[config.mk]
export PLATFORM = sky130hd
export DESIGN_NAME = host_membership_set
export DESIGN_NICKNAME = d
export VERILOG_FILES = /design/src/design/hms_pkg.sv /design/src/design/hms_cell.sv /design/src/design/hms_chain.sv /design/src/design/host_membership_set.sv
export VERILOG_INCLUDE_DIRS = /design/src /design/src/design
export SDC_FILE = /design/constraint.sdc
export NUM_CORES = 1
export LEC_CHECK = 0
export ABC_AREA = 1
export BUFFER_PORTS_ARGS = -buffer_cell sky130_fd_sc_hd__buf_2
export CAP_MARGIN = 20
export CORE_ASPECT_RATIO = 0.6
export CORE_MARGIN = 3
export CORE_UTILIZATION = 30
export CTS_CLUSTER_SIZE = 8
export DETAILED_ROUTE_END_ITERATION = 10
export HOLD_SLACK_MARGIN = 0.05
export PLACE_DENSITY = 0.44
export SETUP_SLACK_MARGIN = 0.2
export SYNTH_ARGS = -nofsm -noshare
export SYNTH_HDL_FRONTEND = slang
export SYNTH_SLANG_ARGS = --single-unit
[constraint.sdc]
create_clock -name clk -period 8.5 [get_ports clk]
set_input_delay 0 -clock clk [delete_from_list [all_inputs] [get_ports clk]]
set_output_delay 0 -clock clk [all_outputs]
set_load 0.005 [all_outputs]
[src/design/host_membership_set_defines.svh]
// ----------------------------------------------------------------------------
// host membership set assertion macros
// shared concurrent assertion forms for the membership set rtl
// ----------------------------------------------------------------------------
`ifndef HOST_MEMBERSHIP_SET_DEFINES_SVH
`define HOST_MEMBERSHIP_SET_DEFINES_SVH

// checked outside reset
`define HMS_ASSERT(label, prop, msg) \
    label: assert property (@(posedge clk) disable iff (!rst_n) prop) else $error(msg);

// checked on every edge
`define HMS_ASSERT_ALWAYS(label, prop, msg) \
    label: assert property (@(posedge clk) prop) else $error(msg);

`endif

[src/design/hms_pkg.sv]
// ----------------------------------------------------------------------------
// hms_pkg
// types and codes shared by the host membership set modules
// ----------------------------------------------------------------------------
package hms_pkg;

    localparam int HostW = 16;

    typedef enum logic [1:0] {
        OP_ADD        = 2'd0,
        OP_VERIFY     = 2'd1,
        OP_REMOVE     = 2'd2,
        OP_REMOVE_ALL = 2'd3
    } op_e;

    typedef enum logic [1:0] {
        S_IDLE,
        S_EXEC,
        S_SWEEP,
        S_FINAL
    } state_e;

    typedef struct packed {
        logic [1:0]       operation;
        logic [HostW-1:0] host_id;
        logic             notify;
    } in_item_t;

    typedef struct packed {
        logic             was_present;
        logic             store_full;
        logic             notice_valid;
        logic [HostW-1:0] notice_host;
        logic             last;
    } out_item_t;

    typedef struct packed {
        logic insert_en;
        logic remove_en;
        logic shift_en;
    } cell_cmd_t;

endpackage

[src/design/hms_cell.sv]
// ----------------------------------------------------------------------------
// hms_cell
// one slot of the set: valid bit, stored host, match and free-slot chain
// ----------------------------------------------------------------------------
module hms_cell #(
    parameter int HOST_BITS = 16
) (
    input  logic                  clk,
    input  logic                  rst_n,
    input  hms_pkg::cell_cmd_t    cmd,
    input  logic [HOST_BITS-1:0]  key,
    input  logic                  free_below_in,
    output logic                  free_below_out,
    input  logic                  up_valid,
    input  logic [HOST_BITS-1:0]  up_host,
    output logic                  valid,
    output logic [HOST_BITS-1:0]  host,
    output logic                  match
);
    import hms_pkg::*;

    logic                 valid_reg;
    logic                 valid_next;
    logic [HOST_BITS-1:0] host_reg;
    logic [HOST_BITS-1:0] host_next;
    logic                 ins_here;

    assign match          = valid_reg && (host_reg == key);
    assign ins_here       = !valid_reg && !free_below_in;
    assign free_below_out = free_below_in || !valid_reg;
    assign valid          = valid_reg;
    assign host           = host_reg;

    always_comb
    begin
        valid_next = valid_reg;
        host_next  = host_reg;
        if (cmd.shift_en)
        begin
            valid_next = up_valid;
            host_next  = up_host;
        end
        else if (cmd.insert_en && ins_here)
        begin
            valid_next = 1'b1;
            host_next  = key;
        end
        else if (cmd.remove_en && match)
        begin
            valid_next = 1'b0;
        end
    end

    always_ff @(posedge clk or negedge rst_n)
    begin
        if (!rst_n)
        begin
            valid_reg <= 1'b0;
        end
        else
        begin
            valid_reg <= valid_next;
        end
    end

    always_ff @(posedge clk)
    begin
        host_reg <= host_next;
    end

endmodule

[src/design/hms_chain.sv]
// ----------------------------------------------------------------------------
// hms_chain
// row of slot cells, lowest slot at the head, shifting toward the head
// ----------------------------------------------------------------------------
module hms_chain #(
    parameter int CAPACITY  = 32,
    parameter int HOST_BITS = 16
) (
    input  logic                  clk,
    input  logic                  rst_n,
    input  hms_pkg::cell_cmd_t    cmd,
    input  logic [HOST_BITS-1:0]  key,
    output logic                  any_match,
    output logic                  full,
    output logic                  occupied,
    output logic                  head_valid,
    output logic [HOST_BITS-1:0]  head_host
);
    import hms_pkg::*;

    logic [CAPACITY:0]    free_w;
    logic [CAPACITY:0]    valid_w;
    logic [HOST_BITS-1:0] host_w [CAPACITY+1];
    logic [CAPACITY-1:0]  match_w;

    assign free_w[0]          = 1'b0;
    assign valid_w[CAPACITY]  = 1'b0;
    assign host_w[CAPACITY]   = '0;

    for (genvar i = 0; i < CAPACITY; i++)
    begin : g_cell
        hms_cell #(
            .HOST_BITS (HOST_BITS)
        ) u_cell (
            .clk            (clk),
            .rst_n          (rst_n),
            .cmd            (cmd),
            .key            (key),
            .free_below_in  (free_w[i]),
            .free_below_out (free_w[i+1]),
            .up_valid       (valid_w[i+1]),
            .up_host        (host_w[i+1]),
            .valid          (valid_w[i]),
            .host           (host_w[i]),
            .match          (match_w[i])
        );
    end

    assign any_match  = |match_w;
    assign full       = !free_w[CAPACITY];
    assign occupied   = |valid_w[CAPACITY-1:0];
    assign head_valid = valid_w[0];
    assign head_host  = host_w[0];

endmodule

[src/design/host_membership_set.sv]
// ----------------------------------------------------------------------------
// host_membership_set
// bounded set of host identifiers with add, verify, remove and remove all
// ----------------------------------------------------------------------------
// Add, verify and remove capture the beat first; then, once the output
// register is free, every slot cell compares against the host in parallel
// and the lowest free slot is found along the cell row. Remove all shifts
// the cell row toward slot 0 once per cycle while the output side does not
// stall a notice, reading slot 0 out. Any item waits further for as long
// as the output side stalls a result that is already waiting. Only one item
// is in work at a time; a finished result waits in the output register
// while the next beat is taken. Configuration is always ready.
`include "host_membership_set_defines.svh"

module host_membership_set #(
    parameter int CAPACITY  = 32,
    parameter int HOST_BITS = 16
) (
    input  logic                 clk,
    input  logic                 rst_n,
    input  logic                 cfg_valid,
    output logic                 cfg_ready,
    input  logic                 cfg_data,
    input  logic                 in_valid,
    output logic                 in_ready,
    input  hms_pkg::in_item_t    in_data,
    output logic                 out_valid,
    input  logic                 out_ready,
    output hms_pkg::out_item_t   out_data
);
    import hms_pkg::*;

    localparam int CntW     = $clog2(CAPACITY);
    localparam int CopyBits = (HOST_BITS < HostW) ? HOST_BITS : HostW;

    state_e               state_reg;
    state_e               state_next;
    logic                 listener_reg;
    in_item_t             cmd_reg;
    logic [CntW-1:0]      cnt_reg;
    logic [CntW-1:0]      cnt_next;
    logic                 out_valid_reg;
    logic                 out_valid_next;
    out_item_t            out_data_reg;
    out_item_t            out_data_next;
    logic                 load_out;
    logic                 out_free;
    logic                 tell;
    logic                 step;
    op_e                  op;
    cell_cmd_t            cell_cmd;
    logic [HOST_BITS-1:0] key;
    logic [HostW-1:0]     key_narrow;
    logic [HostW-1:0]     head_narrow;
    logic                 any_match;
    logic                 full;
    logic                 occupied;
    logic                 head_valid;
    logic [HOST_BITS-1:0] head_host;

    assign cfg_ready   = 1'b1;
    assign out_valid   = out_valid_reg;
    assign out_data    = out_data_reg;
    assign op          = op_e'(cmd_reg.operation);
    assign tell        = cmd_reg.notify && listener_reg;
    assign out_free    = !out_valid_reg || out_ready;
    assign step        = !(head_valid && tell) || out_free;
    assign key         = HOST_BITS'(cmd_reg.host_id[CopyBits-1:0]);
    assign key_narrow  = HostW'(key[CopyBits-1:0]);
    assign head_narrow = HostW'(head_host[CopyBits-1:0]);

    hms_chain #(
        .CAPACITY  (CAPACITY),
        .HOST_BITS (HOST_BITS)
    ) u_chain (
        .clk        (clk),
        .rst_n      (rst_n),
        .cmd        (cell_cmd),
        .key        (key),
        .any_match  (any_match),
        .full       (full),
        .occupied   (occupied),
        .head_valid (head_valid),
        .head_host  (head_host)
    );

    // next state
    always_comb
    begin
        state_next = state_reg;
        unique case (state_reg)
            S_IDLE:
            begin
                if (in_valid)
                begin
                    state_next = S_EXEC;
                end
            end
            S_EXEC:
            begin
                if (op == OP_REMOVE_ALL)
                begin
                    state_next = S_SWEEP;
                end
                else if (out_free)
                begin
                    state_next = S_IDLE;
                end
            end
            S_SWEEP:
            begin
                if (step && (cnt_reg == CntW'(CAPACITY - 1)))
                begin
                    state_next = S_FINAL;
                end
            end
            S_FINAL:
            begin
                if (out_free)
                begin
                    state_next = S_IDLE;
                end
            end
            default:
            begin
                state_next = S_IDLE;
            end
        endcase
    end

    // outputs
    always_comb
    begin
        in_ready      = 1'b0;
        cell_cmd      = '0;
        load_out      = 1'b0;
        out_data_next = '0;
        cnt_next      = cnt_reg;
        unique case (state_reg)
            S_IDLE:
            begin
                in_ready = 1'b1;
                cnt_next = '0;
            end
            S_EXEC:
            begin
                if (out_free)
                begin
                    unique case (op) inside
                        OP_ADD:
                        begin
                            load_out                  = 1'b1;
                            out_data_next.last        = 1'b1;
                            out_data_next.was_present = any_match;
                            out_data_next.store_full  = !any_match && full;
                            cell_cmd.insert_en        = !any_match;
                        end
                        OP_VERIFY, OP_REMOVE:
                        begin
                            load_out                   = 1'b1;
                            out_data_next.last         = 1'b1;
                            out_data_next.was_present  = any_match;
                            out_data_next.notice_valid = tell;
                            out_data_next.notice_host  = tell ? key_narrow : '0;
                            cell_cmd.remove_en         = (op == OP_REMOVE);
                        end
                        OP_REMOVE_ALL:
                        begin
                            load_out = 1'b0;
                        end
                        default:
                        begin
                            load_out = 1'b0;
                        end
                    endcase
                end
            end
            S_SWEEP:
            begin
                if (step)
                begin
                    cell_cmd.shift_en = 1'b1;
                    cnt_next          = cnt_reg + CntW'(1);
                    if (head_valid && tell)
                    begin
                        load_out                   = 1'b1;
                        out_data_next.notice_valid = 1'b1;
                        out_data_next.notice_host  = head_narrow;
                    end
                end
            end
            S_FINAL:
            begin
                if (out_free)
                begin
                    load_out           = 1'b1;
                    out_data_next.last = 1'b1;
                end
            end
            default:
            begin
                in_ready = 1'b0;
            end
        endcase
    end

    always_comb
    begin
        if (load_out)
        begin
            out_valid_next = 1'b1;
        end
        else if (out_ready)
        begin
            out_valid_next = 1'b0;
        end
        else
        begin
            out_valid_next = out_valid_reg;
        end
    end

    always_ff @(posedge clk or negedge rst_n)
    begin
        if (!rst_n)
        begin
            state_reg     <= S_IDLE;
            listener_reg  <= 1'b0;
            cnt_reg       <= '0;
            out_valid_reg <= 1'b0;
        end
        else
        begin
            state_reg     <= state_next;
            cnt_reg       <= cnt_next;
            out_valid_reg <= out_valid_next;
            if (cfg_valid && cfg_ready)
            begin
                listener_reg <= cfg_data;
            end
        end
    end

    always_ff @(posedge clk)
    begin
        if (in_valid && in_ready)
        begin
            cmd_reg <= in_data;
        end
        if (load_out)
        begin
            out_data_reg <= out_data_next;
        end
    end

    `HMS_ASSERT(a_one_item_in_work, in_valid && in_ready |=> !in_ready,
                "second beat taken while busy")
    `HMS_ASSERT(a_full_result_shape,
                out_valid && out_data.store_full |-> out_data.last && !out_data.was_present,
                "bad refused add result")
    `HMS_ASSERT(a_sweep_clears_row, (state_reg == S_FINAL) |-> !occupied,
                "slots left after remove all sweep")
    `HMS_ASSERT(a_sweep_notice_shape,
                out_valid && out_data.notice_valid && !out_data.last |->
                    !out_data.was_present && !out_data.store_full,
                "bad remove all notice")

endmodule

==> metrics.md, run 1 <==
| Metric | Value |
|---|---|
| Synthesized area per cell | 9.67 um2 |
| Count leader, synth | nand2_1 |
| Critical path data arrival time | 5670 ps |
| CTS Root Cell | clkbuf_16 |
| Yosys top cell area share | 53.6% |
| Largest cells by area after synthesis | edfxtp_1 (54%), nand2_1 (7.6%), o21ai_0 (6.0%), o22ai_1 (5.7%), inv_1 (5.3%) |
| Max Slew Vio Count | 0 |
| Core area | 98,700 um2 |
| Setup violations, final | 0 |
| First-pass GRT wire length | 198,000 um |
| Seq/Total Area, Yosys | 58.1% |
| Num Clock Sinks | 592 |
| Total CTS buffers | 83 |
| Crit path capture type | flip-flop |
| Finished Layout Cells | 4,487 |
| CP Max Fanout | 32 |
| # DRC | 0 |
| RePlAce Congestion | 0.952 |
| Setup ws final | 3360 ps |
| Met3 routed WL | 25,100 um |
| Setup Buffers After CTS | 0 |
| Max reg flops | 512 |
| Worst reg-to-reg path cell count | 15 |
| Worst-path clk slew | 50 ps |
| Setup Skew | 28.5 ps |
| Drt initial violations | 4,906 |
| Post-Syn Area | 30,000 um2 |
| Full die area | 104,000 um2 |
| RR Startpoint | key[10]$_DFFE_PP_ |
| Placed wire-length estimate | 90,600 um |
| Post-synth top area cell | edfxtp_1 |
| Critical Path RT | 9030 ps |
| Yosys reg bits | 592 |
| Drt via density | 5.93 |
| Slew headroom | 23.1% |
| CTS tree | built |
| Top FF cell, synth | edfxtp_1 |
| Final ANT Viol Nets | 0 |
| Power Density | 354 nW/um2 |
| Placement Setup Slack | 3600 ps |
| Die Ht | 251 um |
| Post-synthesis cell type count | 48 |
| Top Layer Used | met5 |
| Max-Cap Viols | 0 |
| Initial antenna violation count | 8 |
| Synth top cells by count | nand2_1 (603), edfxtp_1 (535), inv_1 (424) |
| Placed Cells | 4,326 |
| FMAX | 0.195 GHz |
| Critical-path top delay cell | inv_1 |
| P_leak | 12.9 nW |
| Delay-heaviest family, CP | simple AND/OR/NAND/NOR gates |
| Crit path kind | flip-flop to flip-flop |
| Gr usage total | 27.1% |
| Final WL | 145,000 um |
| Vias in the first global route | 24,700 |
| Grt total ovfl | 0 |
| Starting Density | 30.4% |
| Reg-to-reg endpoint | u_chain.g_cell[31].u_cell.host[6]$_SDFFE_PP0P_ |
| Min-delay worst type | primary input to flip-flop |
| Setup TNS Final | 0 ps |
| Pin count of the biggest net entering global routing | 228 |
| Max incr delay on CP | 730 ps |
| H-tree Lvls | 3 |
| Async SR Flop Fraction | 6.93% |
| Hold EP | key[3]$_DFFE_PP_ |
| Die Width | 414 um |
| IO Pins | 48 |
| Crit share post-route | 60.4% |
| Pre-antenna DRT Iters | 8 |
| Post-Syn Nets | 3,135 |
| Sequence of cells on the critical path | buf_4 -> inv_1 -> o22ai_1 -> a211oi_1 -> nand3_1 -> nand2_1 -> nor2_1 -> nand4_1 -> nor2_1 -> nand4_1 -> buf_4 -> nor2_2 -> nand4_4 -> nand3_1 -> nand2_1 |
| Tmin final | 5140 ps |
| Latest clock arrival within the worst-skew pair | 660 ps |
| Hold Crit Depth | 2 |
| Nets | 3,160 |
| Hold_sp | in_data[4] |
| Layout cells sized above 1 | 8.46% |
| Peak VDD IR | 0.254 mV |
| PortBufs | 46 |
| Metal-1 WL | 65,800 um |
| Startpoint type of the worst setup path | flip-flop |
| WL met2 | 50,900 um |
| CP Buf/Inv Count | 3 |
| Hold Vio Cnt, Final | 0 |
| Fin util | 34.6% |
| Yosys warning count | 0 |
| Synth Instances | 3,101 |
| Clk buf depth | 3 |
| Least-Margin Pin Slew | 1150 ps |
| Status | complete, no violations |
| Cell row count | 89 |
| EDFF count, synth | 535 |
| Per-cell routed wire length | 32.3 um |
| DR vias | 26,600 |
| Synth-to-Final Area Change | 13.9% |
| RSZ-0062 raised after global routing | false |
| R2R setup slack | 3360 ps |
routing by layer:
metal  GRT usage, %  up-vias
li1               -    10900
met1           42.3    13100
met2           32.2     2325
met3           12.4      242
met4           6.92        4
met5          0.312        -
power by group:
group          internal, W  switching, W
clock network      0.00182       0.00131
logic             0.000930       0.00323
registers          0.00423      0.000581
how the worst max path moves through the flow:
stage                 startpoint                                         endpoint  depth (start not counted)
2_1_floorplan   key[6]$_DFFE_PP_       u_chain.g_cell[0].u_cell.host[0]$_DFFE_PP_                         12
3_3_place_gp   key[15]$_DFFE_PP_                       out_data[19]$_SDFFCE_PN0P_                         12
3_5_place_dp    key[2]$_DFFE_PP_   u_chain.g_cell[31].u_cell.host[2]$_SDFFE_PP0P_                         16
4_1_cts         key[2]$_DFFE_PP_   u_chain.g_cell[31].u_cell.host[2]$_SDFFE_PP0P_                         16
5_1_grt         key[2]$_DFFE_PP_  u_chain.g_cell[31].u_cell.host[14]$_SDFFE_PP0P_                         16
6_report       key[10]$_DFFE_PP_   u_chain.g_cell[31].u_cell.host[6]$_SDFFE_PP0P_                         15
per-stage QoR:
step	instance area, um2	total power [W]	hold WS (ps)
floorplan	30000	0.00675	-296
global placement	31500	0.00874	176
detailed placement	31500	0.00873	178
CTS	34200	0.0119	52.8
global route	34200	0.0124	74.5
finish	34200	0.0121	88.0
final cells by class:
type,count,area (um2)
fill,10100,64500
sequential,592,17400
multi-input combinational,1856,9980
clock buffer,124,2270
tap,1319,1650
inverter,431,1630
timing repair buffer,162,1200
clock inverter,2,17.5
antenna,1,2.50
cell families after synthesis:
group / Yosys count / synth area share (%)
xor+xnor: 127 / 3.71
buf+inv: 653 / 8.81
mux: 1 / 0.0376
flops: 592 / 58.1
other cells: 1 / 0.0125
simple gates: 930 / 13.3
compound gates: 788 / 15.7
fa+ha+maj: 9 / 0.376
timing repair:
item                                    4_1_cts  5_1_grt
endpoints found under the setup margin        0        0
resized for setup                             0        0
hold buffers                                 34        0
hold endpoints to repair                     65        0
cell usage in the layout (no fill, tap or decap), types with 5 or more instances in the layout:
master         count
nand2_1          587
edfxtp_1         535
inv_1            422
o21ai_0          346
o22ai_1          274
nor2_1           112
clkbuf_16         85
buf_4             80
xor2_1            79
nand4_1           63
nand3_1           53
nor4_1            49
xnor2_1           48
a221oi_1          48
buf_2             47
dfrtp_1           41
a21oi_1           39
clkbuf_1          39
dlygate4sd3_1     34
o2111ai_1         18
nand2_2           16
nor2_2            16
dfxtp_1           16
o21ai_1           15
a211oi_1          13
a221o_1           11
or2_2             10
o21a_1             9
ha_1               9
and3_1             6
nand3b_1           5
o211ai_1           5
a2111oi_0          5
Power figures use the tool's default switching activity.
==> run 2: changes to the inputs <==
ABC_AREA = 0   (was 1)
PLACE_DENSITY = 0.46   (was 0.44)
clock period = 4.47 ns   (was 8.5 ns; I/O delays follow)
==> metrics.md, run 2 <==
| Metric | Value |
|---|---|
| Clock power share | 26.1% |
| Total CTS buffers | 84 |
| Full die area | 110,000 um2 |
| Least-Margin Pin Slew | 1100 ps |
| Worst-path clk slew | 60 ps |
| CTS tree | built |
| Crit path capture type | flip-flop |
| Drt initial violations | 3,323 |
| Crit path to | u_chain.g_cell[30].u_cell.host[14]$_DFFE_PP_ |
| Layout cells sized above 1 | 9.64% |
| Nets | 3,229 |
| RR Startpoint | key[9]$_DFFE_PP_ |
| Synth-to-Final Area Change | 15.9% |
| CTS Root Cell | clkbuf_16 |
| Clk buf depth | 3 |
| IO Pins | 48 |
| PortBufs | 46 |
| Placed wire-length estimate | 84,200 um |
| Crit path kind | flip-flop to flip-flop |
| Cell Int Power | 0.0140 W |
| CP Max Fanout | 19 |
| Grt total ovfl | 0 |
| Worst reg-to-reg path cell count | 11 |
| RSZ-0062 raised after global routing | false |
| Reg-to-reg endpoint | u_chain.g_cell[30].u_cell.host[14]$_DFFE_PP_ |
| Crit path launch | key[9]$_DFFE_PP_ |
| Final ANT Viol Nets | 0 |
| Max reg flops | 512 |
| Sequence of cells on the critical path | buf_4 -> xor2_1 -> nor4_1 -> nand4_1 -> o32ai_1 -> nor4_1 -> and4_1 -> nand2_1 -> buf_4 -> o31ai_2 -> buf_4 |
| Startpoint type of the worst setup path | flip-flop |
| Die Width | 426 um |
| Placed Instance Area | 34,000 um2 |
| Critical path data arrival time | 4440 ps |
| Latest clock arrival within the worst-skew pair | 690 ps |
| CP Buf/Inv Count | 3 |
| Max incr delay on CP | 800 ps |
| DR vias | 24,600 |
| Pre-antenna DRT Iters | 5 |
| Setup Buffers After CTS | 0 |
| Status | complete, no violations |
| Drt via density | 5.29 |
| Yosys warning count | 0 |
| Max-Cap Viols | 0 |
| Crit share post-route | 91.9% |
| Post-synth top area cell | edfxtp_1 |
| Async SR Flop Fraction | 6.93% |
| Count leader, synth | nand2_1 |
| Yosys top cell area share | 50.6% |
| Post-Syn Nets | 3,145 |
| Critical Path RT | 4810 ps |
| Final WL | 123,000 um |
| Most frequent cells in the layout | nand2_1 (1,068), edfxtp_1 (535), xor2_1 (454) |
| Top FF cell, synth | edfxtp_1 |
| Multiplexer share of the synthesized area | 0.540% |
| Synth Area in XOR/XNOR | 14.1% |
| Starting Density | 30.6% |
| Seq/Total Area, Yosys | 54.8% |
| Setup violations, final | 0 |
| Adder-Cell Fraction of Synth Area | 0.354% |
| Synth Instances | 3,111 |
| # DRC | 0 |
| Critical-path top delay cell | edfxtp_1 |
| EDFF count, synth | 535 |
| Synth top cells by count | nand2_1 (1,085), edfxtp_1 (535), xor2_1 (454) |
| Switching pwr | 0.00947 W |
| Vias in the first global route | 23,200 |
| Power Density | 638 nW/um2 |
| Num Clock Sinks | 592 |
| Sequential fraction of design power | 39.0% |
| Per-cell routed wire length | 26.5 um |
| Cell row count | 91 |
| Crit path depth | 11 |
| Post-Syn Area | 31,800 um2 |
| Peak VDD IR | 0.306 mV |
| Setup Skew | 44.3 ps |
| Synthesized area per cell | 10.2 um2 |
| Max Slew Vio Count | 0 |
| Largest cells by area after synthesis | edfxtp_1 (51%), nand2_1 (13%), xor2_1 (13%), dfrtp_1 (3.2%), nor4_1 (3.1%) |
| Slew headroom | 26.8% |
| R2R setup slack | 360 ps |
| FMAX | 0.243 GHz |
| Min-delay worst type | primary input to flip-flop |
| Worst hold margin | 107 ps |
| Pin count of the biggest net entering global routing | 115 |
| CP most frequent cell | buf_4 |
| Most common cell after layout, fill and taps aside | nand2_1 |
| Post-synthesis cell type count | 62 |
| P_leak | 13.5 nW |
| Gr usage total | 22.0% |
| H-tree Lvls | 3 |
| Sw Share | 40.3% |
| RePlAce Congestion | 0.917 |
| First-pass GRT wire length | 174,000 um |
| Core area | 104,000 um2 |
| Combinational share of power | 34.8% |
| Main combinational cell family by area after synthesis | simple AND/OR/NAND/NOR gates |
| Design area | 36,800 um2 |
| Initial antenna violation count | 3 |
| Setup TNS Final | 0 ps |
| Delay-heaviest family, CP | simple AND/OR/NAND/NOR gates |
| Yosys reg bits | 592 |
| Hold Vio Cnt, Final | 0 |
| Tmin final | 4110 ps |
| Synth Area in Compound Gates | 3.64% |
| Simple logic cell fraction of the synthesized area | 22.5% |
| Die Ht | 258 um |
run 2: cell types whose count changed after synthesis, moves of 27 or more:
cell / delta
buf_4: +27
o21ai_0: -332
or4_1: +27
nor2_1: -70
nand2_1: +482
buf_2: -38
inv_1: -395
o22ai_1: -257
nor4_1: +106
a221oi_1: -48
nor3_1: +44
xor2_1: +375
run 2: layout make-up:
class                           instances  area [um2]
Inverter                               29         109
Fill cell                           10500       67000
Timing Repair Buffer                  205        1860
Antenna cell                            1        2.50
Clock inverter                          5        58.8
Clock buffer                          143        2390
Sequential cell                       592       17400
Multi-Input combinational cell       2283       13300
Tap cell                             1395        1750
run 2: logic make-up (layout without fill, tap and decap cells):
logic type | Yosys count | count (layout)
fa+ha+maj | 9 | 9
mux | 17 | 17
buf+inv | 236 | 382
flops | 592 | 592
xor+xnor | 513 | 513
other cells | 1 | 2
simple gates | 1574 | 1574
compound gates | 169 | 169
run 2: timing repair:
action                     CTS  global route
hold endpoints to repair    67             0
resized for setup            0             0
setup endpoints to repair    0             0
hold buffers                31             0
run 2: power by group through the flow:
| stage | Combinational (W) | Clock [W] | Sequential, W |
|---|---|---|---|
| 2_1_floorplan | 0.00499 | 0 | 0.00872 |
| 3_3_place_gp | 0.00798 | 0 | 0.00923 |
| 3_5_place_dp | 0.00795 | 0 | 0.00919 |
| 4_1_cts | 0.00800 | 0.00625 | 0.00911 |
| 5_1_grt | 0.00881 | 0.00649 | 0.00924 |
| 6_report | 0.00818 | 0.00613 | 0.00916 |
run 2: worst min-delay path by stage:
stage / from / end / cells past startpoint / slack, ps
floorplan: rst_n / cnt_reg[0]$_DFFE_PN0P_ / 0 / -300
global placement: rst_n / cnt_reg[2]$_DFFE_PN0P_ / 2 / 170
detailed placement: rst_n / cnt_reg[2]$_DFFE_PN0P_ / 2 / 170
CTS: in_data[16] / key[15]$_DFFE_PP_ / 2 / 50
global route: in_data[14] / key[13]$_DFFE_PP_ / 2 / 80
finish: in_data[16] / key[15]$_DFFE_PP_ / 2 / 110
run 2: routing by layer:
metal	GRT usage, %	share of wire, %
met1	36.8	52
met2	24.9	34
met3	8.43	13
met4	4.22	1.6
met5	0.614	0.10
run 2: metrics by stage:
step,worst slack (ps),power (W),instances,utilization [%]
floorplan,615,0.0137,3111,-
global placement,277,0.0172,4471,32.8
detailed placement,315,0.0171,4471,32.8
CTS,287,0.0234,4650,35.4
global route,326,0.0245,4652,35.5
finish,362,0.0235,4653,35.5
